--- src/rtl/cgec_pkg.sv ---
// package: shared types, constants and microcode table of the edge color core
`default_nettype none

package cgec_pkg;

	// node count is saturated to this value
	localparam logic [4:0] MAX_VERTICES = 5'd16;

	typedef enum logic [1:0] {
		STEP_IDLE  = 2'd0,
		STEP_CHECK = 2'd1,
		STEP_SCAN  = 2'd2,
		STEP_DONE  = 2'd3
	} step_t;

	typedef enum logic [1:0] {
		COND_NEVER = 2'd0,
		COND_START = 2'd1,
		COND_SHORT = 2'd2,
		COND_FOUND = 2'd3
	} cond_t;

	// one control word per step
	typedef struct packed {
		cond_t cond;
		step_t jump;
		step_t next;
		logic  load;
		logic  init;
		logic  scan;
		logic  emit;
		logic  busy;
	} ucode_t;

	// status from the datapath that the jumps test
	typedef struct packed {
		logic start;
		logic short_done;
		logic found;
	} flags_t;

	function automatic ucode_t ucode_rom(input step_t step);
		ucode_t w;
		w = '{cond: COND_NEVER, jump: STEP_IDLE, next: STEP_IDLE,
			load: 1'b0, init: 1'b0, scan: 1'b0, emit: 1'b0, busy: 1'b0};
		case (step)
			STEP_IDLE: begin
				w.cond = COND_START;
				w.jump = STEP_CHECK;
				w.next = STEP_IDLE;
				w.load = 1'b1;
			end
			STEP_CHECK: begin
				w.cond = COND_SHORT;
				w.jump = STEP_DONE;
				w.next = STEP_SCAN;
				w.init = 1'b1;
				w.busy = 1'b1;
			end
			STEP_SCAN: begin
				w.cond = COND_FOUND;
				w.jump = STEP_DONE;
				w.next = STEP_SCAN;
				w.scan = 1'b1;
				w.busy = 1'b1;
			end
			STEP_DONE: begin
				w.cond = COND_NEVER;
				w.jump = STEP_IDLE;
				w.next = STEP_IDLE;
				w.emit = 1'b1;
				w.busy = 1'b1;
			end
			default: begin
				w.cond = COND_NEVER;
			end
		endcase
		return w;
	endfunction

endpackage

`default_nettype wire

--- src/rtl/complete_graph_edge_color_core.sv ---
// top level: round-robin tournament round lookup for a complete graph
`default_nettype none

// channel   direction  handshake            payload
// cfg       in         cfg_we               cfg_wdata (vertex_count)
// query     in         start & !busy        rank_a, rank_b
// result    out        done (one cycle)     round_color, round_count
//
// an odd count, an equal pair or an out-of-range node goes from the
// check step straight to done; for an even count n the scan step
// of the microcode checks one round per cycle
// busy is high from the cycle after acceptance through the done cycle
// reset puts the sequencer in idle and the node count at 16
// the receiver cannot stall: done is a single-cycle strobe

module complete_graph_edge_color_core
	import cgec_pkg::*;
(
	input  wire        clk,
	input  wire        arst_n,
	input  wire        cfg_we,
	input  wire  [4:0] cfg_wdata,
	input  wire        start,
	input  wire  [3:0] rank_a,
	input  wire  [3:0] rank_b,
	output logic       busy,
	output logic       done,
	output logic [3:0] round_color,
	output logic [4:0] round_count
);

	// configuration
	logic [4:0] vertex_count_q;

	// operand and scan registers
	logic [3:0] a_q, b_q;
	logic [3:0] c_q;      // current round
	logic [3:0] p_q;      // partner of the fixed node in this round
	logic [3:0] s_q;      // pair sum (mod n-1) of circle pairs in this round
	logic [3:0] tsum_q;   // (a+b) mod (n-1)
	logic [3:0] color_q;
	logic [4:0] count_q;

	ucode_t ctl;
	flags_t flags;

	logic [4:0] n_eff, m5, sum5, odd_mod, even_mod, rounds, s_dn;
	logic [3:0] fixed_node, p_dn;
	logic       trivial, hit, last_round;

	cgec_seq u_seq (
		.clk    (clk),
		.arst_n (arst_n),
		.flags  (flags),
		.ctl    (ctl)
	);

	always_comb begin
		// count saturation and round total
		n_eff  = (vertex_count_q > MAX_VERTICES) ? MAX_VERTICES : vertex_count_q;
		m5     = n_eff - 5'd1;
		rounds = (n_eff == 5'd0) ? 5'd0 : (n_eff[0] ? n_eff : m5);

		// pair sum reduced once; operands of a non-trivial query are below the node count
		sum5     = {1'b0, a_q} + {1'b0, b_q};
		odd_mod  = (sum5 >= n_eff) ? sum5 - n_eff : sum5;
		even_mod = (sum5 >= m5) ? sum5 - m5 : sum5;

		trivial = (a_q == b_q) || (n_eff <= 5'd1)
			|| ({1'b0, a_q} >= n_eff) || ({1'b0, b_q} >= n_eff);

		// circle method: slot i holds (i - c) mod (n-1), so the fixed node
		// meets -c and every other pair sums to -2c
		fixed_node = m5[3:0];
		hit = ((a_q == fixed_node) && (b_q == p_q))
			|| ((b_q == fixed_node) && (a_q == p_q))
			|| ((a_q != fixed_node) && (b_q != fixed_node) && (tsum_q == s_q));
		last_round = ({1'b0, c_q} == (m5 - 5'd1));

		p_dn = (p_q == 4'd0) ? fixed_node - 4'd1 : p_q - 4'd1;
		s_dn = (s_q >= 4'd2) ? {1'b0, s_q} - 5'd2 : {1'b0, s_q} + m5 - 5'd2;

		flags.start      = start;
		flags.short_done = trivial || n_eff[0];
		flags.found      = hit || last_round;
	end

	always_ff @(posedge clk or negedge arst_n) begin
		if (!arst_n) begin
			vertex_count_q <= MAX_VERTICES;
		end else if (cfg_we) begin
			vertex_count_q <= cfg_wdata;
		end
	end

	// datapath driven by the control word
	always_ff @(posedge clk) begin
		if (ctl.load && start) begin
			a_q <= rank_a;
			b_q <= rank_b;
		end
		if (ctl.init) begin
			color_q <= trivial ? 4'd0 : odd_mod[3:0];
			count_q <= rounds;
			tsum_q  <= even_mod[3:0];
			c_q     <= 4'd0;
			p_q     <= 4'd0;
			s_q     <= 4'd0;
		end
		if (ctl.scan) begin
			if (flags.found) begin
				color_q <= hit ? c_q : 4'd0;
			end else begin
				c_q <= c_q + 4'd1;
				p_q <= p_dn;
				s_q <= s_dn[3:0];
			end
		end
	end

	assign busy        = ctl.busy;
	assign done        = ctl.emit;
	assign round_color = color_q;
	assign round_count = count_q;

	// an accepted transaction keeps the core busy and gives no result next cycle
	a_accept_busy: assert property (@(posedge clk) disable iff (!arst_n)
		(start && !busy) |=> (busy && !done))
		else $error("accepted transaction did not start work");

	// a result is followed by an idle core
	a_done_idle: assert property (@(posedge clk) disable iff (!arst_n)
		done |=> !busy)
		else $error("core still busy after result");

	// the reported round lies inside the schedule whenever the schedule is not empty
	a_color_range: assert property (@(posedge clk) disable iff (!arst_n)
		(done && (round_count != 5'd0)) |-> ({1'b0, round_color} < round_count))
		else $error("round out of schedule range");

	// the scan never runs past the last round
	a_scan_bound: assert property (@(posedge clk) disable iff (!arst_n)
		ctl.scan |-> ({1'b0, c_q} < m5))
		else $error("round counter ran past schedule");

endmodule

`default_nettype wire

--- src/rtl/cgec_seq.sv ---
// microcode sequencer: step counter, control table lookup and conditional jumps
`default_nettype none

module cgec_seq
	import cgec_pkg::*;
(
	input  wire    clk,
	input  wire    arst_n,
	input  flags_t flags,
	output ucode_t ctl
);

	step_t step_q;
	logic  take;

	always_comb begin
		ctl = ucode_rom(step_q);
		case (ctl.cond)
			COND_NEVER: take = 1'b0;
			COND_START: take = flags.start;
			COND_SHORT: take = flags.short_done;
			COND_FOUND: take = flags.found;
			default:    take = 1'b0;
		endcase
	end

	always_ff @(posedge clk or negedge arst_n) begin
		if (!arst_n) begin
			step_q <= STEP_IDLE;
		end else begin
			step_q <= take ? ctl.jump : ctl.next;
		end
	end

endmodule

`default_nettype wire

--- config.mk ---
export PLATFORM = sky130hd
export DESIGN_NAME = complete_graph_edge_color_core
export DESIGN_NICKNAME = d
export VERILOG_FILES = /design/src/rtl/cgec_pkg.sv /design/src/rtl/complete_graph_edge_color_core.sv /design/src/rtl/cgec_seq.sv
export SDC_FILE = /design/constraint.sdc
export NUM_CORES = 1
export LEC_CHECK = 0
export BUFFER_PORTS_ARGS = -buffer_cell sky130_fd_sc_hd__buf_2
export CORE_ASPECT_RATIO = 0.5
export CORE_UTILIZATION = 50
export CTS_CLUSTER_SIZE = 12
export DETAILED_ROUTE_END_ITERATION = 8
export GPL_TIMING_DRIVEN = 0
export PLACE_DENSITY = 0.8
export SYNTH_ARGS = -nofsm -noshare
export SYNTH_HDL_FRONTEND = slang
export SYNTH_HIERARCHICAL = 1
export SYNTH_SLANG_ARGS = --single-unit
--- constraint.sdc ---
create_clock -name clk -period 4.5 [get_ports clk]
set_clock_uncertainty 0.1 [all_clocks]
set_input_delay 0.225 -clock clk [delete_from_list [all_inputs] [get_ports clk]]
set_output_delay 0.225 -clock clk [all_outputs]
set_load 0.02 [all_outputs]
==> parameters.txt, run 1 <==
Parameter                              Value

Synthesis
  Per-instance average area after synthesis    10.2 sq um
  Combined area of all synthesized cells    3050 sq um
  Instance count of the mapped netlist    300
  Synthesized netlist net count    361
  Warnings, synthesis    6

Timing
  Setup repair after global routing missed its margin    false
  Clock period minus final worst setup slack    4.13 ns
  Slew HR    0.441
  Achievable Freq    0.242 GHz
  Actual slew at the worst max-slew pin    0.833 ns
  Number of failing setup endpoints in the final timing report    0
  Number of max-slew violations in the final report    0
  Final hold viol count    0
  Final Cycle Share    0.918
  Setup TNS    0 ns

Pwr
  Switching power as a share of total power    0.413
  Total power divided by cell area    680 nW/um^2
  Comb power frac    0.548
  Internal power consumption    1.38 mW
  Portion of total power attributed to sequential cells    0.284
  Switching pwr    969 uW
  Total chip power    2.35 mW
  Leakage power figure    1.55 nW
  Clock network power share    0.167
  Worst-case vdd ir drop    0.373 mV

Min path
  Hold crit path type    in2reg
  Start point of the worst min-delay path    rank_a[3]

Floorplanning
  Die X    113 um
  Total Die Area    6440 sq um
  Overall die height    57.3 um
  Placeable core region    5680 sq um
  Effective utilization at floorplan    0.537
  IO Pins    28
  Number of placement rows    19

Layout
  Core occupancy in the finished layout    0.608
  Area growth from synthesis to layout    13.2%
  Ant diodes    0
  Fraction of final layout cells sized beyond drive strength 1    0.149
  Post-route standard cell area excluding fillers    3460 sq um
  Final #Nets    396

Place
  Sum of net half-perimeters after detailed placement    5420 um
  Port Buffer Count    27
  Cell area after placement    3280 sq um
  Global placement routability congestion    0.956

GRT
  Global-route total usage across every layer    0.232
  Pin count of the biggest net entering global routing    13
  Global route total overflow    0
  Antenna violations before repair    0
  Global-route wire length before repair    11400 um
  Number of global-route vias before repair    2387

Setup path
  Reg-to-reg critical path endpoint    c_q[1]
  Crit path from    vertex_count_q[4]
  Endpoint required time on the critical path    4.58 ns
  Data arrival at the endpoint of the critical path    4.21 ns
  Nature of the critical path startpoint    flop
  Crit Path Max Fanout    10
  Sort of element at the end of the critical path    flop
  Crit Path Category    reg2reg
  Critical Path End    c_q[1]
  Critical R2R Launch    vertex_count_q[4]
  Logic depth of the worst register-to-register path    12
  Minimum setup slack among reg-to-reg paths    0.37 ns

CTS
  CTS H-Tree Depth    2
  Clock-pin slew reported for the worst setup and hold paths after clock tree synthesis    0.06 ns
  Cell chosen for the clock root    clkbuf_16
  Clock Sink Count    40
  Clk Latency, worst-skew pair    0.29 ns
  Clock tree from TritonCTS    yes
  Number of buffers created by CTS    5
  Total setup buffers inserted after CTS    0
  Number of buffers on the longest clock path    2

Route
  Remaining routing DRC violations    0
  Violation count after the first detailed-route iteration    125
  Total routed wirelength    6910 um
  Via count    2395
  Antenna Nets Post-Route    0
  DR pass1 iterations    4
  Per-cell routed wire length    16.9 um
  Detailed-route vias per instance    5.86

Status
  Outcome    completed

Job
  Max-capacitance violation count    0
==> power groups by stage <==
stage	combinational (mW)	clock [mW]	sequential, mW
floorplan	0.989	0	0.656
global placement	1.20	0	0.662
detailed placement	1.27	0	0.671
CTS	1.28	0.395	0.665
global route	1.43	0.409	0.679
finish	1.29	0.393	0.668
==> cells in the final DEF (no fill, tap or decap), drive strengths merged, types with 2 or more instances in the layout <==
cell,instances
edfxtp,18
and3,2
o21ai,9
inv,29
fa,4
mux2i,13
xor2,9
ha,40
dfrtp,6
a21o,5
and2,3
nor2b,7
xnor3,2
nor4,4
nand2,9
xnor2,20
dfxtp,15
a211oi,2
o22ai,5
a21oi,13
mux2,10
a31oi,5
nand3,5
buf,28
nor3,8
o22a,2
o31a,2
nor2,16
nand4,2
clkbuf,12
or3,2
o211ai,3
nand2b,9
==> metrics by stage <==
step	std cells	setup WS, ns	hold WS (ns)
final	409	0.368	0.0118
after floorplan	300	1.14	-0.171
after detailed placement	400	0.496	-0.0333
after global placement	400	0.594	-0.0409
after CTS	409	0.418	0.0112
after global routing	409	0.132	0.00897
==> flip-flops by register name (all words and copies together) (netlist names) <==
signal	cells
p_q	4
b_q	4
round_color	4
round_count	5
tsum_q	4
u_seq/step_q	2
c_q	4
s_q	4
vertex_count_q	5
a_q	4
==> per-layer routing <==
metal | wire (um) | track usage | vias to the layer above
met5 | 0 | 0 | -
met4 | 136 | 0.0781 | 0
met3 | 531 | 0.0510 | 17
met2 | 3190 | 0.397 | 81
met1 | 3050 | 0.297 | 1146
li1 | - | - | 1151
==> worst max-delay path, stage by stage, from the launching register on <==
cell and delay (ns):
dfstp_2 0.55, clkbuf_1 0.35, inv_1 0.22, nand2_1 0.34
ha_1 0.22, clkbuf_1 0.27, xor3_1 0.46, a2111o_1 0.38
nand3_1 0.14, o211ai_2 0.23, nor2_4 0.22, buf_6 0.20
mux2_4 0.31
==> layout make-up <==
cell class | count | area (sq um)
clock inverter | 1 | 3.75
timing repair buffer | 28 | 145
sequential | 40 | 1020
multi-input combinational | 225 | 1900
fill | 448 | 2220
clock buffer | 7 | 164
buffer | 6 | 30.0
inverter | 29 | 109
tap | 73 | 91.3
==> repair_timing <==
item,in CTS,in global routing
hold buffers,1,0
hold endpoints to repair,7,0
endpoints found under the setup margin,0,0
resized for setup,0,0
==> worst min path at each step <==
stage | endpoint | slack [ns] | depth (start not counted)
after CTS | a_q[3] | 0.01 | 1
final | a_q[3] | 0.01 | 1
after detailed placement | u_seq/step_q[1] | -0.03 | 1
after floorplan | u_seq/step_q[0] | -0.17 | 0
after global routing | a_q[1] | 0.009 | 1
after global placement | u_seq/step_q[1] | -0.04 | 1
No activity file was read; power rests on OpenSTA's default activity.
==> run 2, diff against run 1 <==
--- a/config.mk
+++ b/config.mk
@@ -7,11 +7,11 @@
 export LEC_CHECK = 0
 export BUFFER_PORTS_ARGS = -buffer_cell sky130_fd_sc_hd__buf_2
 export CORE_ASPECT_RATIO = 0.5
-export CORE_UTILIZATION = 50
+export CORE_UTILIZATION = 60
 export CTS_CLUSTER_SIZE = 12
 export DETAILED_ROUTE_END_ITERATION = 8
 export GPL_TIMING_DRIVEN = 0
-export PLACE_DENSITY = 0.8
+export PLACE_DENSITY = 0.91
 export SYNTH_ARGS = -nofsm -noshare
 export SYNTH_HDL_FRONTEND = slang
 export SYNTH_HIERARCHICAL = 1
==> run 2 against run 1 <==
Utilization increased by 13 points. Wire length increased by 13%. Setup slack got worse by 0.11 ns. Largest cell class unchanged. Sequential cell count unchanged. Via count increased by 6.8%.
==> parameters.txt, run 2 (synthesized netlist as in run 1, its figures left out) <==
Parameter                              Value

Setup path
  Data arrival at the endpoint of the critical path    4.19 ns (was 4.21 ns)
  Logic depth of the worst register-to-register path    12 (unchanged)
  Crit Path Category    reg2reg (unchanged)
  Crit Path Max Fanout    10 (unchanged)
  Minimum setup slack among reg-to-reg paths    0.26 ns (was 0.37 ns)
  Reg-to-reg critical path endpoint    tsum_q[1] (was c_q[1])
  Critical R2R Launch    vertex_count_q[4] (unchanged)
  Sort of element at the end of the critical path    flop (unchanged)
  Nature of the critical path startpoint    flop (unchanged)
  Crit path from    vertex_count_q[4] (unchanged)
  Critical Path End    tsum_q[1] (was c_q[1])
  Endpoint required time on the critical path    4.45 ns (was 4.58 ns)

Pwr
  Clock network power share    0.108 (was 0.167)
  Switching pwr    1.01 mW (was 969 uW)
  Switching power as a share of total power    0.445 (was 0.413)
  Total chip power    2.28 mW (was 2.35 mW)
  Leakage power figure    1.54 nW (was 1.55 nW)
  Portion of total power attributed to sequential cells    0.295 (was 0.284)
  Comb power frac    0.597 (was 0.548)
  Internal power consumption    1.26 mW (was 1.38 mW)
  Worst-case vdd ir drop    0.404 mV (was 0.373 mV)
  Total power divided by cell area    663 nW/um^2 (was 680 nW/um^2)

Place
  Global placement routability congestion    0.941 (was 0.956)
  Sum of net half-perimeters after detailed placement    5630 um (was 5420 um)
  Port Buffer Count    27 (unchanged)

Route
  Antenna Nets Post-Route    0 (unchanged)
  Remaining routing DRC violations    0 (unchanged)
  Per-cell routed wire length    19.1 um (was 16.9 um)
  DR pass1 iterations    5 (was 4)
  Detailed-route vias per instance    6.27 (was 5.86)
  Via count    2558 (was 2395)
  Total routed wirelength    7790 um (was 6910 um)
  Violation count after the first detailed-route iteration    185 (was 125)

Timing
  Number of max-slew violations in the final report    0 (unchanged)
  Final hold viol count    0 (unchanged)
  Slew HR    0.386 (was 0.441)
  Final Cycle Share    0.942 (was 0.918)
  Achievable Freq    0.236 GHz (was 0.242 GHz)
  Number of failing setup endpoints in the final timing report    0 (unchanged)
  Clock period minus final worst setup slack    4.24 ns (was 4.13 ns)
  Setup TNS    0 ns (unchanged)
  Actual slew at the worst max-slew pin    0.915 ns (was 0.833 ns)
  Setup repair after global routing missed its margin    false (unchanged)

Layout
  Leading cell type in the layout, fill and taps excluded    ha_1 (unchanged)
  Ant diodes    0 (unchanged)
  Top library cells by usage in the layout, fill and taps aside    ha_1 (40), inv_1 (28), buf_2 (27), xnor2_1 (20), edfxtp_1 (18) (unchanged)
  Final #Nets    402 (was 396)
  Fraction of final layout cells sized beyond drive strength 1    0.143 (was 0.149)
  Area growth from synthesis to layout    12.4% (was 13.2%)

CTS
  Clock-pin slew reported for the worst setup and hold paths after clock tree synthesis    0.07 ns (was 0.06 ns)
  Number of buffers created by CTS    5 (unchanged)
  Post-cts hold buffer count    2 (was 1)
  Post-cts repair resize count    0 (unchanged)
  Clk Latency, worst-skew pair    0.30 ns (was 0.29 ns)
  Total setup buffers inserted after CTS    0 (unchanged)
  Clock Sink Count    40 (unchanged)
  Clock tree from TritonCTS    yes (unchanged)
  Cell chosen for the clock root    clkbuf_8 (was clkbuf_16)
  CTS H-Tree Depth    2 (unchanged)
  Number of buffers on the longest clock path    2 (unchanged)

Floorplanning
  IO Pins    28 (unchanged)
  Die X    103 um (was 113 um)
  Number of placement rows    17 (was 19)
  Overall die height    52.4 um (was 57.3 um)
  Total Die Area    5400 sq um (was 6440 sq um)
  Effective utilization at floorplan    0.658 (was 0.537)
  Placeable core region    4640 sq um (was 5680 sq um)

GRT
  Number of global-route vias before repair    2456 (was 2387)
  Global-route wire length before repair    11600 um (was 11400 um)
  Global-route total usage across every layer    0.303 (was 0.232)
  Global route total overflow    0 (unchanged)
  Antenna violations before repair    0 (unchanged)
  Pin count of the biggest net entering global routing    12 (was 13)

Status
  Outcome    completed (unchanged)

Job
  Max-capacitance violation count    0 (unchanged)

Min path
  Hold crit path type    in2reg (unchanged)
run 2: layout make-up:
cell class,instances,area (sq um)
Inverter,29,109
Tap cell,66,82.6
Fill cell,310,1210
Timing Repair Buffer,34,205
Clock buffer,8,90.1
Sequential cell,40,1020
Buffer,6,30.0
Multi-Input combinational cell,225,1900
run 2: routing by layer:
metal,part of all wire,track usage,up-vias
met5,0,0,-
li1,-,-,1153
met3,0.095,0.0867,33
met4,0.033,0.124,0
met1,0.39,0.365,1196
met2,0.48,0.517,176
run 2: metrics by stage:
stage                     instance area (sq um)  worst slack [ns]  utilization  instances  hold slack (ns)
after floorplan                            3050              1.14            -        300           -0.171
after global placement                     3270             0.651        0.705        393          -0.0387
after detailed placement                   3270             0.427        0.705        393          -0.0347
after CTS                                  3380             0.384        0.729        403         0.000280
after global routing                       3430             0.121        0.740        408         -0.00510
final                                      3430             0.259        0.740        408          0.00993
run 2: power groups by stage:
| stage | Sequential (mW) | Clock, mW | Combinational (mW) |
|---|---|---|---|
| finish | 0.670 | 0.245 | 1.36 |
| global route | 0.684 | 0.264 | 1.47 |
| CTS | 0.663 | 0.248 | 1.32 |
| detailed placement | 0.670 | 0 | 1.30 |
| global placement | 0.658 | 0 | 1.20 |
| floorplan | 0.656 | 0 | 0.989 |
run 2: worst min path at each step:
| stage | endpoint | startpoint | cells past startpoint | slack [ns] |
|---|---|---|---|---|
| floorplan | u_seq/step_q[0] | arst_n | 0 | -0.17 |
| global placement | u_seq/step_q[1] | arst_n | 1 | -0.04 |
| detailed placement | u_seq/step_q[0] | arst_n | 1 | -0.03 |
| CTS | b_q[2] | rank_b[2] | 1 | 0.0003 |
| global route | a_q[3] | rank_a[3] | 1 | -0.005 |
| finish | a_q[3] | rank_a[3] | 1 | 0.01 |
run 2: worst max-delay path: stages, from the launching register on:
cell      delay [ns]
dfstp_2         0.55
clkbuf_1        0.38
inv_1           0.25
nand2_1         0.34
ha_1            0.21
clkbuf_1        0.25
xnor2_1         0.41
ha_1            0.39
a21o_1          0.19
o21a_1          0.19
o21ai_0         0.19
nand2b_1        0.20
mux2_2          0.32
==> run 3, diff against run 2 <==
--- a/config.mk
+++ b/config.mk
@@ -6,12 +6,12 @@
 export NUM_CORES = 1
 export LEC_CHECK = 0
 export BUFFER_PORTS_ARGS = -buffer_cell sky130_fd_sc_hd__buf_2
-export CORE_ASPECT_RATIO = 0.5
+export CORE_ASPECT_RATIO = 0.6
 export CORE_UTILIZATION = 60
 export CTS_CLUSTER_SIZE = 12
 export DETAILED_ROUTE_END_ITERATION = 8
 export GPL_TIMING_DRIVEN = 0
-export PLACE_DENSITY = 0.91
+export PLACE_DENSITY = 0.82
 export SYNTH_ARGS = -nofsm -noshare
 export SYNTH_HDL_FRONTEND = slang
 export SYNTH_HIERARCHICAL = 1
==> run 3 against run 2 <==
Setup slack improved by 0.14 ns. Highest routed layer unchanged. First-iteration DRC count fell by 4.9%. Utilization fell by 2.2 points. Critical path depth did not move. Sequential share of layout area rose by 0.28 points. Die area fell by 0.15%. Critical path type unchanged.
==> parameters.txt, run 3 (synthesized netlist as in run 1, its figures left out) <==
Parameter                              Value

CTS
  Number of buffers created by CTS    5 (unchanged)
  Clock-pin slew reported for the worst setup and hold paths after clock tree synthesis    0.08 ns (was 0.07 ns)
  CTS H-Tree Depth    2 (unchanged)
  Number of buffers on the longest clock path    2 (unchanged)
  Clk Latency, worst-skew pair    0.29 ns (was 0.30 ns)
  Clock Sink Count    40 (unchanged)
  Clock tree from TritonCTS    yes (unchanged)
  Cell chosen for the clock root    clkbuf_8 (unchanged)
  Total setup buffers inserted after CTS    0 (unchanged)

Timing
  Number of max-slew violations in the final report    0 (unchanged)
  Actual slew at the worst max-slew pin    0.772 ns (was 0.915 ns)
  Final hold viol count    0 (unchanged)
  Achievable Freq    0.244 GHz (was 0.236 GHz)
  Final Cycle Share    0.912 (was 0.942)
  Setup TNS    0 ns (unchanged)
  Setup repair after global routing missed its margin    false (unchanged)
  Clock period minus final worst setup slack    4.10 ns (was 4.24 ns)
  Slew HR    0.481 (was 0.386)
  Number of failing setup endpoints in the final timing report    0 (unchanged)

Layout
  Fillers    358 (was 310)
  Final #Nets    400 (was 402)
  Top library cells by usage in the layout, fill and taps aside    ha_1 (40), inv_1 (28), buf_2 (27), xnor2_1 (20), edfxtp_1 (18) (unchanged)
  Leading cell type in the layout, fill and taps excluded    ha_1 (unchanged)
  Fraction of final layout cells sized beyond drive strength 1    0.144 (was 0.143)
  Core occupancy in the finished layout    0.718 (was 0.740)
  Sequential cell area in the final layout    1020 sq um (unchanged)
  Area growth from synthesis to layout    11.3% (was 12.4%)
  Area occupied by multi-input gates    1900 sq um (unchanged)
  Ant diodes    0 (unchanged)

GRT
  Global-route total usage across every layer    0.275 (was 0.303)
  Global route total overflow    0 (unchanged)
  Antenna violations before repair    0 (unchanged)
  Global-route wire length before repair    11100 um (was 11600 um)
  Pin count of the biggest net entering global routing    13 (was 12)
  Number of global-route vias before repair    2365 (was 2456)

Route
  Total routed wirelength    6740 um (was 7790 um)
  Via count    2374 (was 2558)
  Antenna Nets Post-Route    0 (unchanged)
  Detailed-route vias per instance    5.89 (was 6.27)
  Violation count after the first detailed-route iteration    176 (was 185)
  DR pass1 iterations    4 (was 5)
  Remaining routing DRC violations    0 (unchanged)
  Per-cell routed wire length    16.7 um (was 19.1 um)

Setup path
  Kind of cell with the highest combined delay on the critical path    buffers and inverters (unchanged)
  Logic depth of the worst register-to-register path    12 (unchanged)
  Levels on crit path    12 (unchanged)
  Worst stage delay on the critical path    0.56 ns (was 0.55 ns)
  Critical R2R Launch    vertex_count_q[4] (unchanged)
  Sort of element at the end of the critical path    flop (unchanged)
  Reg-to-reg critical path endpoint    tsum_q[1] (unchanged)
  Highest-delay cell along the critical path    dfstp_2 (unchanged)
  WP buf/inv    3 (unchanged)
  Crit Path Category    reg2reg (unchanged)
  Critical Path End    tsum_q[1] (unchanged)
  Cell Chain, Critical Path    clkbuf_1 > inv_1 > nand2_1 > ha_1 > clkbuf_1 > xnor2_1 > ha_1 > a21o_1 > o21a_1 > o21ai_0 > nand2b_1 > mux2_2 (unchanged)
  Crit path from    vertex_count_q[4] (unchanged)
  Data arrival at the endpoint of the critical path    4.04 ns (was 4.19 ns)
  Minimum setup slack among reg-to-reg paths    0.40 ns (was 0.26 ns)
  Nature of the critical path startpoint    flop (unchanged)
  Crit Path Max Fanout    10 (unchanged)
  Endpoint required time on the critical path    4.44 ns (was 4.45 ns)

Floorplanning
  Placeable core region    4730 sq um (was 4640 sq um)
  Effective utilization at floorplan    0.645 (was 0.658)
  Die X    94.1 um (was 103 um)
  IO Pins    28 (unchanged)
  Number of placement rows    19 (was 17)
  Overall die height    57.3 um (was 52.4 um)
  Total Die Area    5390 sq um (was 5400 sq um)

Pwr
  Leakage power figure    1.53 nW (was 1.54 nW)
  Total power divided by cell area    647 nW/um^2 (was 663 nW/um^2)
  Worst-case vdd ir drop    0.447 mV (was 0.404 mV)

Job
  Max-capacitance violation count    0 (unchanged)

Min path
  Hold crit path type    in2reg (unchanged)

Place
  Global placement routability congestion    0.892 (was 0.941)
  Sum of net half-perimeters after detailed placement    5240 um (was 5630 um)
  Port Buffer Count    27 (unchanged)

Status
  Outcome    completed (unchanged)
run 3: changes by cell type in the layout (fill, tap and decap cells not counted):
cell           previous run  this run
dlygate4sd3_1             7         5
clkbuf_8                  6         5
clkinv_2                  0         1
run 3: per-stage QoR:
stage | setup slack (ns) | hold slack, ns | instance area (sq um) | power, mW | cells
2_1_floorplan | 1.14 | -0.171 | 3050 | 1.64 | 300
3_3_place_gp | 0.582 | -0.0355 | 3270 | 1.88 | 390
3_5_place_dp | 0.474 | -0.0321 | 3270 | 1.95 | 390
4_1_cts | 0.424 | 0.00323 | 3360 | 2.19 | 399
5_1_grt | 0.190 | 0.00211 | 3400 | 2.37 | 403
6_report | 0.396 | 0.00587 | 3400 | 2.20 | 403
run 3: worst min path at each step:
stage / from / endpoint / cells past startpoint
after detailed placement: arst_n / u_seq/step_q[1] / 1
after floorplan: arst_n / u_seq/step_q[0] / 0
after global routing: rank_a[2] / a_q[2] / 1
final: rank_b[3] / b_q[3] / 1
after global placement: arst_n / u_seq/step_q[1] / 1
after CTS: rank_a[1] / a_q[1] / 1
run 3: routing by layer:
metal	global-route usage	part of all wire	routed length, um
met1	0.379	0.47	3190
met2	0.436	0.44	2960
met3	0.0693	0.076	511
met4	0.0725	0.011	75
met5	0	0	0
run 3: cell type report:
type | instances | area share
plain buffers | 6 | 0.00884
multi-input cells | 225 | 0.558
flip-flops and latches | 40 | 0.299
repair buffers | 32 | 0.0545
inverters | 29 | 0.0320
well taps | 63 | 0.0232
clock inverters | 1 | 0.00147
clock buffers | 7 | 0.0225
run 3: power by group:
group	switching, mW	internal (mW)	total (mW)	leakage (nW)
sequential	0.142	0.526	0.668	0.374
clock	0.122	0.109	0.231	0.0422
combinational	0.694	0.605	1.30	1.11
total	0.958	1.24	2.20	1.53
run 3: timing repair:
action,in CTS,in global routing
endpoints found under the hold margin,7,4
hold buffers,1,4
setup endpoints to repair,0,0
resized for setup,0,0
